**src/rtl/core/tcpim_pkg.sv**
```systemverilog
// Shared constants and types for the TCP out-of-order interval merger.
package tcpim_pkg;
  localparam int unsigned DefMaxIntervals = 16;
  localparam int unsigned SegW = 16;
  localparam int unsigned EndW = 17;
  localparam int unsigned QueueDepth = 2;

  typedef struct packed {
    logic [SegW-1:0] start;
    logic [SegW-1:0] length;
  } seg_t;

  // Saturate a 17-bit length to 16 bits
  function automatic logic [SegW-1:0] sat_len(input logic [EndW-1:0] v);
    sat_len = v[EndW-1] ? {SegW{1'b1}} : v[SegW-1:0];
  endfunction
endpackage

```
**src/rtl/core/tcpim_front.sv**
```systemverilog
// Input stage: accepts segments, rejects nothing, queues them for the table engine.
module tcpim_front import tcpim_pkg::*; (
  input  logic            clk_i,
  input  logic            rst_ni,
  input  logic            in_valid_i,
  output logic            in_ready_o,
  input  logic [SegW-1:0] seg_start_i,
  input  logic [SegW-1:0] seg_length_i,
  output logic            q_valid_o,
  input  logic            q_ready_i,
  output seg_t            q_item_o
);
  seg_t       mem_q [QueueDepth];
  logic       wp_q, rp_q;
  logic [1:0] cnt_q;
  logic       push, pop;

  assign in_ready_o = (cnt_q != 2'(QueueDepth));
  assign push = in_valid_i && in_ready_o;
  assign pop  = q_valid_o && q_ready_i;
  assign q_valid_o = (cnt_q != 2'd0);
  assign q_item_o = mem_q[rp_q];

  // Two-entry queue
  always_ff @(posedge clk_i or negedge rst_ni) begin
    if (!rst_ni) begin
      wp_q <= 1'b0;
      rp_q <= 1'b0;
      cnt_q <= 2'd0;
    end else begin
      if (push) wp_q <= ~wp_q;
      if (pop) rp_q <= ~rp_q;
      cnt_q <= cnt_q + {1'b0, push} - {1'b0, pop};
    end
  end

  always_ff @(posedge clk_i) begin
    if (push) begin
      mem_q[wp_q].start <= seg_start_i;
      mem_q[wp_q].length <= seg_length_i;
    end
  end
endmodule

```
**src/rtl/core/tcpim_back.sv**
```systemverilog
// Table engine: search, insert or extend, then merge following intervals one per cycle.
module tcpim_back import tcpim_pkg::*; #(
  parameter int unsigned MaxIntervals = DefMaxIntervals
) (
  input  logic            clk_i,
  input  logic            rst_ni,
  input  logic            q_valid_i,
  output logic            q_ready_o,
  input  seg_t            q_item_i,
  output logic            out_valid_o,
  input  logic            out_ready_i,
  output logic [SegW-1:0] merged_start_o,
  output logic [SegW-1:0] merged_length_o,
  output logic [4:0]      interval_count_o,
  output logic            table_full_o,
  output logic [SegW-1:0] head_start_o,
  output logic [SegW-1:0] head_length_o
);
  localparam int unsigned IdxW = $clog2(MaxIntervals);
  localparam int unsigned CntW = $clog2(MaxIntervals + 1);

  localparam logic [1:0] StIdle   = 2'd0;
  localparam logic [1:0] StSearch = 2'd1;
  localparam logic [1:0] StMerge  = 2'd2;
  localparam logic [1:0] StOut    = 2'd3;

  logic [SegW-1:0] st_q  [MaxIntervals];
  logic [SegW-1:0] ln_q  [MaxIntervals];
  logic [CntW-1:0] used_q;
  logic [1:0]      state_q;
  logic [CntW-1:0] k_q;
  logic            found_q;
  logic [IdxW-1:0] last_q, cur_q;
  seg_t            seg_q;
  logic            full_q;

  logic [IdxW-1:0] k_idx;
  logic [EndW-1:0] end_last, want, end_cur, end_nxt;
  logic [IdxW-1:0] pos;
  logic [IdxW-1:0] nxt;

  assign k_idx = k_q[IdxW-1:0];
  assign end_last = {1'b0, st_q[last_q]} + {1'b0, ln_q[last_q]};
  assign want = {1'b0, seg_q.start} + {1'b0, seg_q.length} - {1'b0, st_q[last_q]};
  assign pos = found_q ? last_q + IdxW'(1) : '0;
  assign nxt = cur_q + IdxW'(1);
  assign end_cur = {1'b0, st_q[cur_q]} + {1'b0, ln_q[cur_q]};
  assign end_nxt = {1'b0, st_q[nxt]} + {1'b0, ln_q[nxt]};

  assign q_ready_o = (state_q == StIdle);
  assign out_valid_o = (state_q == StOut);
  assign merged_start_o = full_q ? '0 : st_q[cur_q];
  assign merged_length_o = full_q ? '0 : ln_q[cur_q];
  assign interval_count_o = 5'(used_q);
  assign table_full_o = full_q;
  assign head_start_o = (used_q != '0) ? st_q[0] : '0;
  assign head_length_o = (used_q != '0) ? ln_q[0] : '0;

  // Control sequencer
  always_ff @(posedge clk_i or negedge rst_ni) begin
    if (!rst_ni) begin
      state_q <= StIdle;
      used_q <= '0;
      k_q <= '0;
      found_q <= 1'b0;
      last_q <= '0;
      cur_q <= '0;
      full_q <= 1'b0;
    end else begin
      unique case (state_q)
        StIdle: if (q_valid_i) begin
          state_q <= StSearch;
          k_q <= '0;
          found_q <= 1'b0;
          last_q <= '0;
          full_q <= 1'b0;
        end
        StSearch: begin
          if (k_q < used_q && st_q[k_idx] <= seg_q.start) begin
            // One stored interval examined per cycle
            last_q <= k_idx;
            found_q <= 1'b1;
            k_q <= k_q + CntW'(1);
          end else if (found_q && end_last > {1'b0, seg_q.start}) begin
            cur_q <= last_q;
            state_q <= StMerge;
          end else if (used_q >= CntW'(MaxIntervals)) begin
            full_q <= 1'b1;
            state_q <= StOut;
          end else begin
            cur_q <= pos;
            used_q <= used_q + CntW'(1);
            state_q <= StMerge;
          end
        end
        StMerge: begin
          if ({1'b0, cur_q} + CntW'(1) < used_q && end_cur > {1'b0, st_q[nxt]}) begin
            used_q <= used_q - CntW'(1);
          end else begin
            state_q <= StOut;
          end
        end
        StOut: if (out_ready_i) state_q <= StIdle;
        default: state_q <= StIdle;
      endcase
    end
  end

  // Table datapath
  always_ff @(posedge clk_i) begin
    if (state_q == StIdle && q_valid_i) seg_q <= q_item_i;
    if (state_q == StSearch && !(k_q < used_q && st_q[k_idx] <= seg_q.start)) begin
      if (found_q && end_last > {1'b0, seg_q.start}) begin
        if ({1'b0, ln_q[last_q]} < want) ln_q[last_q] <= sat_len(want);
      end else if (used_q < CntW'(MaxIntervals)) begin
        for (int i = 0; i < MaxIntervals; i++) begin
          if (IdxW'(i) == pos) begin
            st_q[i] <= seg_q.start;
            ln_q[i] <= seg_q.length;
          end else if (i > 0 && IdxW'(i) > pos && CntW'(i) <= used_q) begin
            st_q[i] <= st_q[i-1];
            ln_q[i] <= ln_q[i-1];
          end
        end
      end
    end
    if (state_q == StMerge && {1'b0, cur_q} + CntW'(1) < used_q
        && end_cur > {1'b0, st_q[nxt]}) begin
      if (end_cur < end_nxt) ln_q[cur_q] <= sat_len(end_nxt - {1'b0, st_q[cur_q]});
      for (int i = 0; i < MaxIntervals - 1; i++) begin
        if (IdxW'(i) > cur_q) begin
          st_q[i] <= st_q[i+1];
          ln_q[i] <= ln_q[i+1];
        end
      end
    end
  end
endmodule

```
**src/rtl/core/tcp_ooo_interval_merger.sv**
```systemverilog
// Top level of the TCP out-of-order interval merger.
// Usage: present seg_start_i/seg_length_i with in_valid_i; an item is taken
// when in_ready_o is high. Each segment yields one result on the out channel
// (out_valid_o/out_ready_i): the interval now holding it, the interval count,
// a table-full drop flag and the head interval.
// A two-entry queue lets segments be taken while the table engine works.
// A segment passes through the queue, then a search that examines one stored
// interval per cycle plus a decision cycle, a merge that absorbs one following
// interval per cycle plus a final check, then the result is held until taken.
// The table engine takes a new segment only after the last result is taken;
// later segments wait in the queue.
// Reset empties the table (count zero); entries hold no reset value.
// When the receiver stalls the result holds, the engine waits and the queue
// fills, after which in_ready_o drops.
module tcp_ooo_interval_merger import tcpim_pkg::*; #(
  parameter int unsigned MaxIntervals = DefMaxIntervals
) (
  input  logic            clk_i,
  input  logic            rst_ni,
  input  logic            in_valid_i,
  output logic            in_ready_o,
  input  logic [SegW-1:0] seg_start_i,
  input  logic [SegW-1:0] seg_length_i,
  output logic            out_valid_o,
  input  logic            out_ready_i,
  output logic [SegW-1:0] merged_start_o,
  output logic [SegW-1:0] merged_length_o,
  output logic [4:0]      interval_count_o,
  output logic            table_full_o,
  output logic [SegW-1:0] head_start_o,
  output logic [SegW-1:0] head_length_o
);
  logic q_valid, q_ready;
  seg_t q_item;

  tcpim_front u_front (
    .clk_i, .rst_ni, .in_valid_i, .in_ready_o, .seg_start_i, .seg_length_i,
    .q_valid_o(q_valid), .q_ready_i(q_ready), .q_item_o(q_item)
  );

  tcpim_back #(.MaxIntervals(MaxIntervals)) u_back (
    .clk_i, .rst_ni, .q_valid_i(q_valid), .q_ready_o(q_ready), .q_item_i(q_item),
    .out_valid_o, .out_ready_i, .merged_start_o, .merged_length_o,
    .interval_count_o, .table_full_o, .head_start_o, .head_length_o
  );
endmodule
```
**config.mk**
```make
export PLATFORM = sky130hd
export DESIGN_NAME = tcp_ooo_interval_merger
export DESIGN_NICKNAME = d
export VERILOG_FILES = /design/src/rtl/core/tcpim_pkg.sv /design/src/rtl/core/tcpim_front.sv /design/src/rtl/core/tcpim_back.sv /design/src/rtl/core/tcp_ooo_interval_merger.sv
export SDC_FILE = /design/constraint.sdc
export NUM_CORES = 2
export LEC_CHECK = 0
export BUFFER_PORTS_ARGS = -buffer_cell sky130_fd_sc_hd__buf_2
export CAP_MARGIN = 30
export CORE_MARGIN = 2
export CORE_UTILIZATION = 53
export DETAILED_ROUTE_END_ITERATION = 10
export GPL_ROUTABILITY_DRIVEN = 1
export PLACE_DENSITY = 0.69
export SETUP_SLACK_MARGIN = 0.4
export SYNTH_ARGS = -nofsm -noshare
export SYNTH_HDL_FRONTEND = slang
export SYNTH_SLANG_ARGS = --single-unit
```
**constraint.sdc**
```tcl
create_clock -name clk_i -period 13 [get_ports clk_i]
set_input_delay 1.3 -clock clk_i [delete_from_list [all_inputs] [get_ports clk_i]]
set_output_delay 1.3 -clock clk_i [all_outputs]
set_load 0.01 [all_outputs]
```
==> impl_metrics.toml <==
[outcome]
outcome = "finished, final reports clean"

[grt]
track_usage = 0.4321
grt_pass1_wl_um = 319200
grt_pass1_vias = 43483
antenna_found_initial = 14
gr-total-overflow = 0
grt_max_degree = 225

[synth]
synth_cell_type_count = 104
syn_nets = 4929
postSynthCellCount = 4689
synth-seq-cells = 634
synth_edf_count = 608
synth_warnings = 0
ys_seq_area_frac = 0.3528
async_reset_ff_frac = 0.04101
yosys_most_used_dff = "edfxtp_1"
netlist_area_um2 = 53600
postSynthAreaPerCell_um2 = 11.43

[worst_setup_path]
timing.rr.end = "u_back.ln_q[9][8]$_DFFE_PP_"
worst-endpoint-required_ns = 13.36
r2r_slack_ns = 2.75
crit_fanout = 37
critPathSlowestCell = "o221ai_2"
worstSetupStartpointType = "flop"
worstSetupPathType = "reg -> reg"
worstPathCellList = "inv_1, ha_4, buf_4, mux4_2, mux4_2, ha_1, a21oi_1, o21bai_1, a31oi_1, o211ai_1, o41a_1, a211o_1, a21oi_1, xor2_1, ha_1, or3_1, o221ai_1, nand2b_1, nor2_1, nand3b_1, o221ai_2, buf_4"
arrival_ns = 10.61
crit_path_end_kind = "flop"
startpoint = "u_back.cur_q[0]$_DFFE_PN0P_"
reg2reg_depth = 22
max_stage_delay_ns = 1.00
r2r_start = "u_back.cur_q[0]$_DFFE_PN0P_"

[cts]
cts_resized = 0
cts_tree = "built"
cts_root_buffer = "clkbuf_16"
cts_max_path_buffers = 3
cts.clk_slew.worst_paths_ns = 0.07
cts_buffers = 77
post_cts_buffers = 0
insertion_delay_ns = 0.68
clkSinkCount = 634
cts-hold-fix-buffers = 0
cts_max_level = 3

[floorplanning]
rows = 116
die_area_um2 = 103700
die_h_um = 322.0
initial_core_util = 0.5352
die_x_um = 322.0
coreArea_um2 = 100100
top_level_ports = 108

[cells_and_area]
fin_nets = 4863
multiInputGateArea_um2 = 32420
final_layout_size_suffix_gt1_frac = 0.2477
syn_to_final_growth_pct = 9.060
fillCellCount = 8148
seq_area_um2 = 18940

[sta]
holdWs_ns = 0.5060
drv_slew = 0
period_share = 0.7884
period_minus_slack_ns = 10.25
setup_viol = 0
fin_skew_ns = 0.02800
rsz0062_at_grt = "false"
final.setup.tns_ns = 0
max_slew_margin = 0.1322
hold_viol = 0
worst_slew_pin_slew_ns = 1.302
max_freq_ghz = 0.09757

[routing]
antenna_left = 0
first_pass_iters = 9
wl_um = 225600
via_per_inst = 7.748
drc_errors = 0
wl_per_cell_um = 37.68
vias = 46394
drt_iter0_drc = 8690

[place]
gp_congestion = 1.075
numPortBuffers = 107
dp.final_hpwl_um = 148600

[worst_hold_path]
hold_end = "u_back.table_full_o$_DFFE_PN0P_"
min_path_type = "reg -> reg"
whs_path_depth = 2
hold_path_startpoint = "u_back.table_full_o$_DFFE_PN0P_"

[run]
drv_cap = 0
-- cell usage after synthesis (37+ instances only) --
master    instances  share of area
a22oi_1          44         0.0062
a31oi_1          59         0.0069
mux2i_1         423          0.079
clkbuf_1        211          0.015
a211oi_1         46         0.0064
nor2b_1          66         0.0077
xnor2_1          50         0.0082
edfxtp_1        608           0.34
buf_1            53         0.0037
inv_1           196          0.014
nand3_1          99         0.0092
o22ai_1         117          0.014
o221ai_1         82          0.013
a21oi_1         276          0.026
nor2_1          268          0.019
a21o_1           37         0.0052
ha_1            184          0.043
buf_2           107          0.010
mux4_2          465           0.20
nand2_1         372          0.026
o21ai_0         249          0.023
mux2_2          175          0.037
-- kinds of logic after synthesis --
group           count (synthesis)  synth area share
compound gates               1121            0.1394
xor+xnor                       81           0.01338
fa+ha+maj                     204           0.05042
buf+inv                       609           0.04846
flops                         634            0.3528
mux                          1068            0.3122
simple gates                  972           0.08343
-- routing by layer --
metal | routed length [um] | global-route usage | up-vias
met1 | 76950 | 0.5467 | 22573
met4 | 17850 | 0.2806 | 20
li1 | - | - | 18405
met5 | 155 | 0.008038 | -
met2 | 89250 | 0.5744 | 4388
met3 | 41410 | 0.2221 | 1008
-- flip-flops by register name, indices dropped and copies added (netlist names) --
register,flops
u_back.ln_q,256
u_back.st_q,256
u_front.mem_q,64
u_back.seg_q,32
u_back.interval_count_o,5
u_back.k_q,5
u_back.cur_q,4
u_back.last_q,4
u_back.state_q,2
u_front.cnt_q,2
u_back.found_q,1
u_back.table_full_o,1
u_front.rp_q,1
u_front.wp_q,1
-- placed cells by master, fill, tap and decap left out, drive strengths merged, types with 127 or more instances in the layout --
master	netlist	layout
mux2	180	180
o21ai	265	265
nand2	372	372
edfxtp	608	608
inv	203	208
nor2	272	272
mux2i	423	423
ha	184	184
a21oi	277	277
mux4	465	465
o22ai	127	127
buf	194	260
-- area by class of cell --
type	instances	share of cell area
multi-input combinational	3446	0.5546
sequential	634	0.3240
timing repair buffer	260	0.03630
clock buffer	95	0.03626
tap	1298	0.02778
inverter	204	0.01318
clock inverter	45	0.007684
antenna	6	0.0002568
-- critical path, delay by kind of cell (launching register included) --
kind	cells	cell delay (ns)
flip-flops	1	0.89
buffers and inverters	3	1.29
multiplexers	2	1.21
AND/OR/NAND/NOR	4	1.58
AO/OA/AOI/OAI	9	3.12
adder cells (fa/ha/maj)	3	1.60
XOR/XNOR	1	0.13
-- worst max-delay path by stage --
stage	to	slack (ns)
floorplan	u_back.ln_q[15][0]$_DFFE_PP_	4.79
global route	u_back.ln_q[11][15]$_DFFE_PP_	2.65
global placement	u_back.ln_q[4][13]$_DFFE_PP_	2.89
detailed placement	u_back.ln_q[11][15]$_DFFE_PP_	3.14
finish	u_back.ln_q[9][8]$_DFFE_PP_	2.75
CTS	u_back.ln_q[11][15]$_DFFE_PP_	3.14
-- per-stage QoR --
stage                     area, um^2  setup slack [ns]  utilization  instances
after floorplan                53600             4.794            -       4689
after global placement         55200             2.892       0.5512       5801
after detailed placement       55660             3.143       0.5558       5827
after CTS                      58230             3.143       0.5814       5967
after global routing           58440             2.651       0.5836       5983
final                          58460             2.751       0.5837       5988
Power is not shown: default switching activity piles up to over one toggle a cycle in this logic, so the estimate is an artifact.
